File: src/hw/rtl/rlft_pkg.sv
package rlft_pkg;

    localparam int CNT_BITS = 16;
    localparam int RMS_BITS = 16;
    localparam int MIN_BITS = 17;

    localparam logic [CNT_BITS-1:0] BLOCK_LENGTH_RESET = 16'd10000;
    localparam logic [MIN_BITS-1:0] MIN_RMS_NONE       = 17'h1FFFF;

    typedef enum logic [1:0] {
        ST_IDLE,
        ST_DIV,
        ST_ROOT,
        ST_DONE
    } t_back_state;

endpackage

File: src/hw/rtl/rlft_queue.sv
module rlft_queue #(
    parameter int WIDTH = 46,
    parameter int DEPTH = 2
) (
    input  logic             i_clk,
    input  logic             i_rst_n,
    input  logic             i_push,
    input  logic [WIDTH-1:0] i_data,
    output logic             o_full,
    input  logic             i_pop,
    output logic [WIDTH-1:0] o_data,
    output logic             o_empty
);
    localparam int PTR_W = (DEPTH > 1) ? $clog2(DEPTH) : 1;
    localparam int CNT_W = $clog2(DEPTH + 1);

    logic [WIDTH-1:0] r_mem [DEPTH];
    logic [PTR_W-1:0] r_wr;
    logic [PTR_W-1:0] r_rd;
    logic [CNT_W-1:0] r_count;
    logic             push_ok;
    logic             pop_ok;

    assign o_full  = (r_count == CNT_W'(DEPTH));
    assign o_empty = (r_count == '0);
    assign o_data  = r_mem[r_rd];
    assign push_ok = i_push && !o_full;
    assign pop_ok  = i_pop && !o_empty;

    always_ff @(posedge i_clk) begin
        if (!i_rst_n) begin
            r_wr    <= '0;
            r_rd    <= '0;
            r_count <= '0;
        end else begin
            if (push_ok) begin
                r_wr <= (r_wr == PTR_W'(DEPTH - 1)) ? '0 : r_wr + 1'b1;
            end
            if (pop_ok) begin
                r_rd <= (r_rd == PTR_W'(DEPTH - 1)) ? '0 : r_rd + 1'b1;
            end
            if (push_ok && !pop_ok) begin
                r_count <= r_count + 1'b1;
            end else if (pop_ok && !push_ok) begin
                r_count <= r_count - 1'b1;
            end
        end
    end

    always_ff @(posedge i_clk) begin
        if (push_ok) begin
            r_mem[r_wr] <= i_data;
        end
    end

    a_count_bound: assert property (@(posedge i_clk) disable iff (!i_rst_n)
        r_count <= CNT_W'(DEPTH))
        else $error("queue occupancy exceeds its depth");

    a_no_overrun: assert property (@(posedge i_clk) disable iff (!i_rst_n)
        !(i_push && o_full))
        else $error("block pushed into a full queue");

endmodule

File: src/hw/rtl/rlft_front.sv
module rlft_front #(
    parameter int SAMPLE_BITS = 16,
    parameter int SUM_W       = 2 * SAMPLE_BITS + 14
) (
    input  logic                           i_clk,
    input  logic                           i_rst_n,
    input  logic                           i_push,
    input  logic [15:0]                    i_sample,
    output logic                           o_full,
    input  logic [rlft_pkg::CNT_BITS-1:0]  i_block_length,
    output logic                           o_blk_push,
    output logic [SUM_W-1:0]               o_blk_sum,
    output logic [rlft_pkg::CNT_BITS-1:0]  o_blk_count,
    input  logic                           i_blk_full
);
    import rlft_pkg::*;

    logic [SAMPLE_BITS-1:0]   raw;
    logic [SAMPLE_BITS-1:0]   mag;
    logic [SAMPLE_BITS-1:0]   r_mag;
    logic                     r_mag_vld;
    logic [2*SAMPLE_BITS-1:0] r_sq;
    logic                     r_sq_vld;
    logic [SUM_W-1:0]         r_sum;
    logic [CNT_BITS-1:0]      r_count;
    logic [SUM_W-1:0]         sum_next;
    logic [CNT_BITS:0]        count_next;
    logic [CNT_BITS:0]        len;
    logic                     blk_end;
    logic                     acc_go;
    logic                     sq_free;
    logic                     accept;

    if (SAMPLE_BITS <= 16) begin : g_narrow
        assign raw = i_sample[SAMPLE_BITS-1:0];
    end else begin : g_wide
        assign raw = SAMPLE_BITS'(i_sample);
    end

    // The most negative code negates onto itself, which is its exact magnitude.
    assign mag = raw[SAMPLE_BITS-1] ? (~raw + 1'b1) : raw;

    assign len        = (i_block_length == '0) ? (CNT_BITS+1)'(1) : {1'b0, i_block_length};
    assign count_next = {1'b0, r_count} + 1'b1;
    assign sum_next   = r_sum + SUM_W'(r_sq);
    assign blk_end    = (count_next >= len);
    assign acc_go     = r_sq_vld && (!blk_end || !i_blk_full);
    assign sq_free    = !r_sq_vld || acc_go;
    assign o_full     = r_mag_vld && !sq_free;
    assign accept     = i_push && !o_full;

    assign o_blk_push  = acc_go && blk_end;
    assign o_blk_sum   = sum_next;
    assign o_blk_count = count_next[CNT_BITS-1:0];

    always_ff @(posedge i_clk) begin
        if (!i_rst_n) begin
            r_mag_vld <= 1'b0;
            r_sq_vld  <= 1'b0;
            r_sum     <= '0;
            r_count   <= '0;
        end else begin
            if (!r_mag_vld || sq_free) begin
                r_mag_vld <= accept;
            end
            if (sq_free) begin
                r_sq_vld <= r_mag_vld;
            end
            if (acc_go) begin
                if (blk_end) begin
                    r_sum   <= '0;
                    r_count <= '0;
                end else begin
                    r_sum   <= sum_next;
                    r_count <= count_next[CNT_BITS-1:0];
                end
            end
        end
    end

    always_ff @(posedge i_clk) begin
        if (accept) begin
            r_mag <= mag;
        end
        if (sq_free && r_mag_vld) begin
            r_sq <= r_mag * r_mag;
        end
    end

endmodule

File: src/hw/rtl/rlft_back.sv
module rlft_back #(
    parameter int SUM_W = 46
) (
    input  logic                           i_clk,
    input  logic                           i_rst_n,
    input  logic                           i_blk_empty,
    output logic                           o_blk_pop,
    input  logic [SUM_W-1:0]               i_blk_sum,
    input  logic [rlft_pkg::CNT_BITS-1:0]  i_blk_count,
    output logic                           o_empty,
    input  logic                           i_pop,
    output logic [rlft_pkg::RMS_BITS-1:0]  o_level,
    output logic [rlft_pkg::RMS_BITS-1:0]  o_block_rms,
    output logic [rlft_pkg::RMS_BITS-1:0]  o_noise_floor
);
    import rlft_pkg::*;

    localparam int RT_W   = SUM_W / 2;
    localparam int STEP_W = $clog2(SUM_W);

    t_back_state          r_state;
    t_back_state          n_state;
    logic [SUM_W-1:0]     r_work;
    logic [SUM_W-1:0]     n_work;
    logic [CNT_BITS-1:0]  r_divisor;
    logic [CNT_BITS-1:0]  r_rem;
    logic [CNT_BITS-1:0]  n_rem;
    logic [RT_W+1:0]      r_srem;
    logic [RT_W+1:0]      n_srem;
    logic [RT_W-1:0]      r_root;
    logic [RT_W-1:0]      n_root;
    logic [STEP_W-1:0]    r_step;
    logic [STEP_W-1:0]    n_step;
    logic                 r_out_vld;
    logic                 n_out_vld;
    logic [MIN_BITS-1:0]  r_min;
    logic [MIN_BITS-1:0]  n_min;
    logic [RMS_BITS-1:0]  r_level;
    logic [RMS_BITS-1:0]  r_rms;
    logic [RMS_BITS-1:0]  r_floor;
    logic                 finish;

    logic [CNT_BITS:0]    div_sh;
    logic [CNT_BITS:0]    div_ext;
    logic                 div_ge;
    logic [RT_W+3:0]      rt_sh;
    logic [RT_W+3:0]      rt_trial;
    logic                 rt_ge;
    logic [RMS_BITS-1:0]  rms;
    logic [MIN_BITS-1:0]  min_cand;

    // Restoring division: one quotient bit per cycle, shifted into r_work.
    assign div_sh  = {r_rem, r_work[SUM_W-1]};
    assign div_ext = {1'b0, r_divisor};
    assign div_ge  = (div_sh >= div_ext);

    // Digit-by-digit square root: two radicand bits in, one root bit out per cycle.
    assign rt_sh    = {r_srem, r_work[SUM_W-1 -: 2]};
    assign rt_trial = (RT_W+4)'({r_root, 2'b01});
    assign rt_ge    = (rt_sh >= rt_trial);

    if (RT_W > RMS_BITS) begin : g_sat
        assign rms = (|r_root[RT_W-1:RMS_BITS]) ? '1 : r_root[RMS_BITS-1:0];
    end else begin : g_ext
        assign rms = RMS_BITS'(r_root);
    end

    assign min_cand = ({1'b0, rms} < r_min) ? {1'b0, rms} : r_min;

    always_comb begin
        n_state   = r_state;
        n_work    = r_work;
        n_rem     = r_rem;
        n_srem    = r_srem;
        n_root    = r_root;
        n_step    = r_step;
        n_min     = r_min;
        n_out_vld = r_out_vld && !i_pop;
        o_blk_pop = 1'b0;
        finish    = 1'b0;
        unique case (r_state)
            ST_IDLE: begin
                if (!i_blk_empty) begin
                    o_blk_pop = 1'b1;
                    n_work    = i_blk_sum;
                    n_rem     = '0;
                    n_step    = STEP_W'(SUM_W - 1);
                    n_state   = ST_DIV;
                end
            end
            ST_DIV: begin
                n_work = {r_work[SUM_W-2:0], div_ge};
                n_rem  = div_ge ? CNT_BITS'(div_sh - div_ext) : div_sh[CNT_BITS-1:0];
                n_step = r_step - 1'b1;
                if (r_step == '0) begin
                    n_srem  = '0;
                    n_root  = '0;
                    n_step  = STEP_W'(RT_W - 1);
                    n_state = ST_ROOT;
                end
            end
            ST_ROOT: begin
                n_work = {r_work[SUM_W-3:0], 2'b00};
                n_srem = rt_ge ? (RT_W+2)'(rt_sh - rt_trial) : rt_sh[RT_W+1:0];
                n_root = {r_root[RT_W-2:0], rt_ge};
                n_step = r_step - 1'b1;
                if (r_step == '0) begin
                    n_state = ST_DONE;
                end
            end
            ST_DONE: begin
                if (!r_out_vld || i_pop) begin
                    finish    = 1'b1;
                    n_min     = min_cand;
                    n_out_vld = 1'b1;
                    n_state   = ST_IDLE;
                end
            end
            default: begin
                n_state = ST_IDLE;
            end
        endcase
    end

    always_ff @(posedge i_clk) begin
        if (!i_rst_n) begin
            r_state   <= ST_IDLE;
            r_out_vld <= 1'b0;
            r_min     <= MIN_RMS_NONE;
        end else begin
            r_state   <= n_state;
            r_out_vld <= n_out_vld;
            r_min     <= n_min;
        end
    end

    always_ff @(posedge i_clk) begin
        r_work    <= n_work;
        r_rem     <= n_rem;
        r_srem    <= n_srem;
        r_root    <= n_root;
        r_step    <= n_step;
        if (o_blk_pop) begin
            r_divisor <= i_blk_count;
        end
        if (finish) begin
            r_rms   <= rms;
            r_floor <= min_cand[RMS_BITS-1:0];
            r_level <= rms - min_cand[RMS_BITS-1:0];
        end
    end

    assign o_empty       = !r_out_vld;
    assign o_level       = r_level;
    assign o_block_rms   = r_rms;
    assign o_noise_floor = r_floor;

endmodule

File: src/hw/rtl/rms_level_floor_tracker_top.sv
// Block RMS level meter with a tracked noise floor.
//
// Samples enter through a queue-style port: a transaction happens when push
// is high and full is low. Each sample is squared and summed; after
// block_length samples (zero acts as one) one result is queued on the output
// side. Results are read through empty/pop: the oldest result is on the ports
// while empty is low and leaves on a clock edge with pop high.
// block_length is written over the cfg valid/ready channel, which is always
// ready; write it only while the block is idle.
//
// The sample pipeline (magnitude, square, accumulate) accepts one sample per
// cycle while full is low and hands a block sum to a two-entry queue after its
// last sample has passed the magnitude and square registers. The back end pops
// it when idle, divides by the sample count one quotient bit at a time, takes
// the root two radicand bits at a time and registers the result. It takes a new
// block sum only after that result is registered, so the back end limits the
// throughput when blocks are short.
// When the reader stalls, the finished result waits in the output register,
// the back end holds its next result, the queue fills, and then full rises.
// Synchronous reset clears the control state: block_length to 10000, no noise floor.
module rms_level_floor_tracker_top #(
    parameter int SAMPLE_BITS = 16
) (
    input  logic        i_clk,
    input  logic        i_rst_n,
    input  logic        push,
    output logic        full,
    input  logic [15:0] i_sample,
    output logic        empty,
    input  logic        pop,
    output logic [15:0] o_level,
    output logic [15:0] o_block_rms,
    output logic [15:0] o_noise_floor,
    input  logic        i_cfg_valid,
    output logic        o_cfg_ready,
    input  logic [15:0] i_cfg_data
);
    import rlft_pkg::*;

    localparam int SUM_W  = 2 * SAMPLE_BITS + 14;
    localparam int LINK_W = SUM_W + CNT_BITS;

    logic [CNT_BITS-1:0] r_block_length;
    logic                blk_push;
    logic [SUM_W-1:0]    blk_sum;
    logic [CNT_BITS-1:0] blk_count;
    logic                blk_full;
    logic                blk_empty;
    logic                blk_pop;
    logic [LINK_W-1:0]   link_out;

    assign o_cfg_ready = 1'b1;

    always_ff @(posedge i_clk) begin
        if (!i_rst_n) begin
            r_block_length <= BLOCK_LENGTH_RESET;
        end else if (i_cfg_valid && o_cfg_ready) begin
            r_block_length <= i_cfg_data;
        end
    end

    rlft_front #(
        .SAMPLE_BITS (SAMPLE_BITS),
        .SUM_W       (SUM_W)
    ) u_front (
        .i_clk          (i_clk),
        .i_rst_n        (i_rst_n),
        .i_push         (push),
        .i_sample       (i_sample),
        .o_full         (full),
        .i_block_length (r_block_length),
        .o_blk_push     (blk_push),
        .o_blk_sum      (blk_sum),
        .o_blk_count    (blk_count),
        .i_blk_full     (blk_full)
    );

    rlft_queue #(
        .WIDTH (LINK_W),
        .DEPTH (2)
    ) u_queue (
        .i_clk   (i_clk),
        .i_rst_n (i_rst_n),
        .i_push  (blk_push),
        .i_data  ({blk_sum, blk_count}),
        .o_full  (blk_full),
        .i_pop   (blk_pop),
        .o_data  (link_out),
        .o_empty (blk_empty)
    );

    rlft_back #(
        .SUM_W (SUM_W)
    ) u_back (
        .i_clk         (i_clk),
        .i_rst_n       (i_rst_n),
        .i_blk_empty   (blk_empty),
        .o_blk_pop     (blk_pop),
        .i_blk_sum     (link_out[LINK_W-1:CNT_BITS]),
        .i_blk_count   (link_out[CNT_BITS-1:0]),
        .o_empty       (empty),
        .i_pop         (pop),
        .o_level       (o_level),
        .o_block_rms   (o_block_rms),
        .o_noise_floor (o_noise_floor)
    );

    a_floor_below_rms: assert property (@(posedge i_clk) disable iff (!i_rst_n)
        !empty |-> (o_noise_floor <= o_block_rms))
        else $error("noise floor above block RMS");

    a_level_consistent: assert property (@(posedge i_clk) disable iff (!i_rst_n)
        !empty |-> (o_level == 16'(o_block_rms - o_noise_floor)))
        else $error("level does not match RMS minus floor");

endmodule

File: config.mk
export PLATFORM = sky130hd
export DESIGN_NAME = rms_level_floor_tracker_top
export DESIGN_NICKNAME = d
export VERILOG_FILES = /design/src/hw/rtl/rlft_pkg.sv /design/src/hw/rtl/rlft_queue.sv /design/src/hw/rtl/rlft_front.sv /design/src/hw/rtl/rlft_back.sv /design/src/hw/rtl/rms_level_floor_tracker_top.sv
export SDC_FILE = /design/constraint.sdc
export NUM_CORES = 1
export LEC_CHECK = 0
export ABC_CLOCK_PERIOD_IN_PS = 13400
export BUFFER_PORTS_ARGS = -buffer_cell sky130_fd_sc_hd__buf_4
export CORE_AREA = 2 2 279 281
export CTS_CLUSTER_DIAMETER = 150
export DETAILED_ROUTE_END_ITERATION = 10
export DIE_AREA = 0 0 281 283
export SLEW_MARGIN = 20
export SYNTH_ARGS = -nofsm -noshare
export SYNTH_HDL_FRONTEND = slang
export SYNTH_SLANG_ARGS = --single-unit
File: constraint.sdc
create_clock -name i_clk -period 13.4 [get_ports i_clk]
set_clock_uncertainty 0.05 [all_clocks]
set_input_delay 1.34 -clock i_clk [delete_from_list [all_inputs] [get_ports i_clk]]
set_output_delay 1.34 -clock i_clk [all_outputs]
set_load 0.01 [all_outputs]
==> results of run 1 <==
## power breakdown
group          switching [µW]  internal, µW
combinational            3120          2090
sequential                158          2120
clock                     594           852
## stage by stage
step                total power, µW  instances  worst slack, ps  area [µm²]
CTS                            9060       4055             6420       33900
floorplan                      6120       2934             6860       30500
finish                         8930       4055             6370       33900
detailed placement             7570       3956             6450       32100
global route                   9740       4055             5970       33900
global placement               7550       3956             6570       32100
## worst min path at each step
stage                                        start                             to  slack (ps)  depth (start not counted)
floorplan           u_front.r_mag_vld$_SDFFE_PN0N_  u_front.r_sq_vld$_SDFFE_PN0P_         400                          2
global placement     u_front.r_sum[0]$_SDFFE_PN0P_  u_front.r_sum[0]$_SDFFE_PN0P_         410                          2
detailed placement   u_front.r_sum[8]$_SDFFE_PN0P_  u_front.r_sum[8]$_SDFFE_PN0P_         410                          2
CTS                  u_front.r_sum[8]$_SDFFE_PN0P_  u_front.r_sum[8]$_SDFFE_PN0P_         420                          2
global route         u_front.r_sum[4]$_SDFFE_PN0P_  u_front.r_sum[4]$_SDFFE_PN0P_         440                          2
finish               u_front.r_sum[8]$_SDFFE_PN0P_  u_front.r_sum[8]$_SDFFE_PN0P_         420                          2
## routing by layer
metal,global-route usage [%],wire length [µm],vias up
met4,4.60,1650,0
met1,21.3,29400,9879
met5,0,0,-
met3,2.07,2030,90
met2,27.5,30600,311
li1,-,-,10204
## final cells by class
class	instances	area [µm²]
fillers	7306	42800
multi-input cells	1952	15900
flip-flops and latches	456	12600
inverters	404	1520
clock buffers	68	1460
well taps	1040	1300
repair buffers	104	781
clock inverters	31	298
## registers in the layout, summed over array words and instances (netlist names), named ones only
register and cells:
u_back.o_block_rms 16, u_back.r_root 23, u_back.o_level 16, u_front.r_mag_vld 1, u_front.r_mag 16, u_back.r_step 6, u_front.r_sq_vld 1, u_back.r_rem 16
u_back.r_state 2, u_front.r_sum 46, u_back.r_divisor 16, u_back.r_out_vld 1, u_queue.r_wr 1, u_front.r_sq 31, r_block_length 16, u_queue.r_count 2
u_front.r_count 16, u_queue.r_mem 124, u_back.r_work 46, u_queue.r_rd 1, u_back.r_srem 25, u_back.o_noise_floor 16, u_back.r_min 17
## cells in the final DEF, fill, tap and decap left out, types with 70 or more instances in the layout
cell type and count:
inv_1 403, edfxtp_1 351, nand2_1 230, ha_1 224, a21oi_1 186, nor2_1 178
fa_1 168, buf_4 104, dfxtp_1 104, xnor2_1 94, nor2b_1 73, o21ai_0 70
## logic make-up after synthesis
logic type	synth area share, %
simple gates	11.8
compound gates	13.3
buf+inv	6.69
flops	41.5
fa+ha+maj	20.4
xor+xnor	4.46
mux	1.82
other cells	0.0123
## tightest hold or removal path, stage by stage, from the launching register on
cell	delay (ps)
dfxtp_1	310
nand3_1	60
a21oi_1	50
## synthesized netlist by cell type, types with 22 or more instances
master	n
a211oi_1	56
a21o_1	50
a21oi_1	187
a22oi_1	45
and2_1	51
buf_2	24
clkbuf_1	82
dfxtp_1	105
edfxtp_1	351
fa_1	168
ha_1	227
inv_1	403
mux2i_1	35
nand2_1	230
nand3_1	64
nand4_1	22
nor2_1	180
nor2b_1	77
nor3_1	33
o211ai_1	29
o21a_1	36
o21ai_0	71
xnor2_1	94
xor2_1	61
==> reports/metrics.csv, run 1 <==
metric,value,unit
start_util,39.7,%
antenna_found_initial,0,
synthesis.nets,3366,
r2r_end,u_front.r_sq[31]$_DFFE_PP_,
finalWeightedCongestion,0.826,
netlist_area,30500,µm²
grt_use_total,16.1,%
critPathRequiredTime,13680,ps
port_buffers,86,
grt_max_degree,70,
die_height,283,µm
critical-path-top-delay-family,adder cells,
hold_viol,0,
yosysWarnings,0,
dpl.hpwl,46500,µm
worstPathBufferInverterCount,3,
setup_viol,0,
synth_top_area_cell,edfxtp_1,
wl_per_cell,15.7,µm
synth-seq-cells,456,
area_delta_synth_final,11.2,%
die_w,281,µm
vias_per_cell,5.05,
worstSetupEndpointType,register,
status,"finished, final reports clean",
ctsLongestPathBuffers,3,
critPathKind,reg -> reg,
cts_tree,built,
r2r_slack,6370,ps
fin_setup_tns,0,ps
worstPathCellList,nand2_1 -> fa_1 -> inv_1 -> fa_1 -> fa_1 -> fa_1 -> fa_1 -> inv_1 -> fa_1 -> inv_1 -> ha_1 -> nand3_1 -> or3b_2 -> o2111ai_1 -> a21oi_1 -> o31ai_1 -> a21oi_1 -> a21oi_1 -> a21o_1 -> a21o_1 -> xnor2_1,
drc_errors,0,
crit_start,u_front.r_mag[6]$_DFFE_PP_,
ys_seq_area_share,41.5,%
dieArea,79500,µm²
r2r.worst_path.cells,21,
power_leakage,0.0144,µW
synth_area_per_cell,10.4,µm²
cts.sinks,456,
boundaryPins,88,
rsz0062_at_grt,no,
power.density,264,nW/µm²
numCtsBuffers,53,
cpMaxStageDelayCell,edfxtp_1,
r2r-start,u_front.r_mag[6]$_DFFE_PP_,
peakVddDrop,274,µV
hold_buffers,0,
ant_nets,0,
first_global_vias,20508,
htree_levels,2,
drive_gt1_share,8.76,%
drtPass1Iterations,4,
slew_viol_final,0,
num_rows,102,
core,76700,µm²
crit_path_max_fanout,17,
nets,3403,
async_flop_share,0,%
dr.first_iter.drc_count,998,
maxCapViolCount,0,
fmax,142,MHz
crit_end,u_front.r_sq[31]$_DFFE_PP_,
wirelength,63700,µm
synth_top_area_share,34.6,%
cpPeakStageDelay,830,ps
netlist_instances,2934,
synth_top_flop_cell,edfxtp_1,
post-route-min-period,7030,ps
maxSlewHeadroom,38.1,%
num_vias,20484,
cts_resized,0,
cpMostUsedCell,fa_1,
synth_area_leaders,"edfxtp_1 (35%), fa_1 (11%), ha_1 (9.3%)",
ctsRootBufferMaster,clkbuf_16,
cts.clk_slew.worst_paths,60,ps
tightest_slew,927,ps
ys_types,91,
synth_edf_count,351,
min_path_type,reg -> reg,
arrival,7320,ps
fin_util,44.2,%
grt_pass1_wl,105000,µm
insertion_delay,600,ps
post-route-period-util,52.5,%
cp.depth,21,
whs,421,ps
post_cts_buffers,0,
antenna_cells,0,
grt-ovfl-total,0,
critPathLaunchType,register,
(Power assumes the default switching activity.)
==> inputs of run 2 (changes only) <==
--- a/config.mk
+++ b/config.mk
@@ -5,7 +5,7 @@
 export SDC_FILE = /design/constraint.sdc
 export NUM_CORES = 1
 export LEC_CHECK = 0
-export ABC_CLOCK_PERIOD_IN_PS = 13400
+export ABC_CLOCK_PERIOD_IN_PS = 5700
 export BUFFER_PORTS_ARGS = -buffer_cell sky130_fd_sc_hd__buf_4
 export CORE_AREA = 2 2 279 281
 export CTS_CLUSTER_DIAMETER = 150
==> constraint.sdc (replaced) <==
create_clock -name i_clk -period 5.7 [get_ports i_clk]
set_clock_uncertainty 0.05 [all_clocks]
set_input_delay 0.57 -clock i_clk [delete_from_list [all_inputs] [get_ports i_clk]]
set_output_delay 0.57 -clock i_clk [all_outputs]
set_load 0.01 [all_outputs]
==> run 2 against run 1 <==
The flow now finishes with violations (negative setup slack). Die area unchanged. Highest routed layer is now met5. Wire length increased by 0.73%. Fmax grew 16%. Sequential share of layout area fell by 2.4 points. Final cell count increased by 5.5%.
==> reports/metrics.csv, run 2 (synthesis gave the netlist of run 1 again) <==
metric,value,unit,change
status,"complete, but fails checks",,
violations,negative setup slack,,
layout_common_cells,"inv_1 (383), edfxtp_1 (351), buf_4 (305), nand2_1 (216), ha_1 (212)",,
insertion_delay,610,ps,about the same
min_to,u_front.r_mag[0]$_DFFE_PP_,,
dpl.hpwl,47400,µm,+1.8%
grt-ovfl-total,0,,unchanged
critPathKind,reg -> reg,,
slew_viol_final,0,,unchanged
setup_viol,10,,+10
dpl.cell_count,4150,,+4.9%
drtPass1Iterations,5,,+1
regMostFlops,u_queue.r_mem,,
htree_levels,2,,unchanged
antenna_found_initial,1,,+1
port_buffers,86,,unchanged
crit_path_max_fanout,4,,-13
fin_ws,-388,ps,-6760 ps
first_global_vias,21427,,+4.5%
final_cells,4277,,+5.5%
finalWeightedCongestion,0.846,,+2.4%
tightest_slew,944,ps,+16.7 ps
start_util,39.7,%,unchanged
top_regs,"u_queue.r_mem (124), u_back.r_work (46), u_front.r_sum (46)",,
rsz0062_at_grt,yes,,
hold_viol,0,,unchanged
cts.clk_slew.worst_paths,60,ps,about the same
numCtsBuffers,52,,-1.9%
maxSlewHeadroom,36.9,%,-1.2 points
cpMostUsedCell,fa_1,,
largest_reg_flops,124,,unchanged
hold_depth,1,,-1
dr.first_iter.drc_count,837,,-16%
die_height,283,µm,unchanged
grt_max_degree,93,,+33%
drive_gt1_share,18.5,%,+9.7 points
grt_use_total,16.2,%,+0.12 points
grt_pass1_wl,107000,µm,+1.9%
cpPeakStageDelay,540,ps,-290 ps
num_vias,21096,,+3.0%
ctsRootBufferMaster,clkbuf_16,,
hold_start,i_sample[0],,
cpMaxStageDelayCell,fa_1,,
r2r_slack,-390,ps,-6760 ps
wirelength,64200,µm,+0.73%
nets,3627,,+6.6%
critPathRequiredTime,5990,ps,-7690 ps
min_path_type,in -> reg,,
ant_nets,0,,unchanged
area_delta_synth_final,19.0,%,
r2r_end,u_front.r_sq[25]$_DFFE_PP_,,
cts_tree,built,,
dieArea,79500,µm²,unchanged
post-route-min-period,6090,ps,-944 ps
wl_per_cell,15.0,µm,-4.5%
worstSetupEndpointType,register,,
fmax,164,MHz,+16%
layout_commonest_cell,inv_1,,
boundaryPins,88,,unchanged
critPathLaunchType,register,,
num_rows,102,,unchanged
arrival,6380,ps,-940 ps
post-route-period-util,107,%,+54 points
vias_per_cell,4.93,,-2.4%
die_w,281,µm,unchanged
ctsLongestPathBuffers,3,,unchanged
cts.sinks,456,,unchanged
r2r-start,u_front.r_mag[2]$_DFFE_PP_,,
whs,131,ps,-289 ps
maxCapViolCount,0,,unchanged
r2r.worst_path.cells,25,,+19%
core,76700,µm²,unchanged
antenna_cells,0,,unchanged
drc_errors,0,,unchanged
nFillCells,7120,,-2.5%
-- run 2: changes by cell type in the layout (fill, tap and decap cells not counted), moves of 13 or more --
| cell | change |
|---|---|
| a21oi_1 | -15 |
| a21oi_2 | +13 |
| buf_4 | +201 |
| buf_6 | +16 |
| inv_1 | -20 |
| inv_2 | +20 |
| nand2_1 | -14 |
-- run 2: worst max-delay path: cells and delay by family, from the launching register on --
family	cells	cell delay (ps)
compound gates	6	880
xor+xnor	1	120
fa+ha+maj	7	3210
simple gates	3	480
buf+inv	8	650
flops	1	440
-- run 2: per-layer routing --
metal  GRT usage [%]  wire, µm
met1            20.7     28900
met3            2.26      2250
met4            4.67      1610
met5               0        10
met2            28.5     31400
-- run 2: cell type report --
class | instances | area, µm² | area share (%)
well taps | 1040 | 1300 | 3.59
clock buffers | 65 | 1370 | 3.78
inverters | 404 | 1520 | 4.18
repair buffers | 329 | 2630 | 7.26
clock inverters | 31 | 364 | 1.00
flip-flops and latches | 456 | 12600 | 34.9
multi-input cells | 1952 | 16400 | 45.3
-- run 2: stage by stage --
step / instance area [µm²] / setup TNS, ps / utilization (%) / worst slack, ps
floorplan: 30800 / -579 / - / -191
global placement: 33900 / -3170 / 44.2 / -393
detailed placement: 33900 / -3690 / 44.2 / -452
CTS: 36000 / -2360 / 46.9 / -378
global route: 36200 / -5210 / 47.2 / -605
finish: 36200 / -2510 / 47.2 / -388
-- run 2: worst max path at each step --
stage,from,end,cells after the start
after global placement,u_front.r_mag[2]$_DFFE_PP_,u_front.r_sq[31]$_DFFE_PP_,24
after detailed placement,u_back.r_root[18]$_SDFFCE_PN0P_,u_back.o_level[14]$_DFFE_PP_,28
after CTS,u_front.r_mag[2]$_DFFE_PP_,u_front.r_sq[31]$_DFFE_PP_,23
after global routing,u_front.r_mag[2]$_DFFE_PP_,u_front.r_sq[25]$_DFFE_PP_,25
final,u_front.r_mag[2]$_DFFE_PP_,u_front.r_sq[25]$_DFFE_PP_,25
after floorplan,u_front.r_mag[4]$_DFFE_PP_,u_front.r_sq[30]$_DFFE_PP_,24
-- run 2: repair_timing --
item | in CTS | in global routing
setup buffers | 26 | 6
pin swaps | 25 | 37
gates resized for setup | 53 | 54
endpoints found under the setup margin | 17 | 21
hold buffers | 0 | 0
Power of run 2 is not shown: default switching activity piles up to over one toggle a cycle in this logic, so the estimate is an artifact.
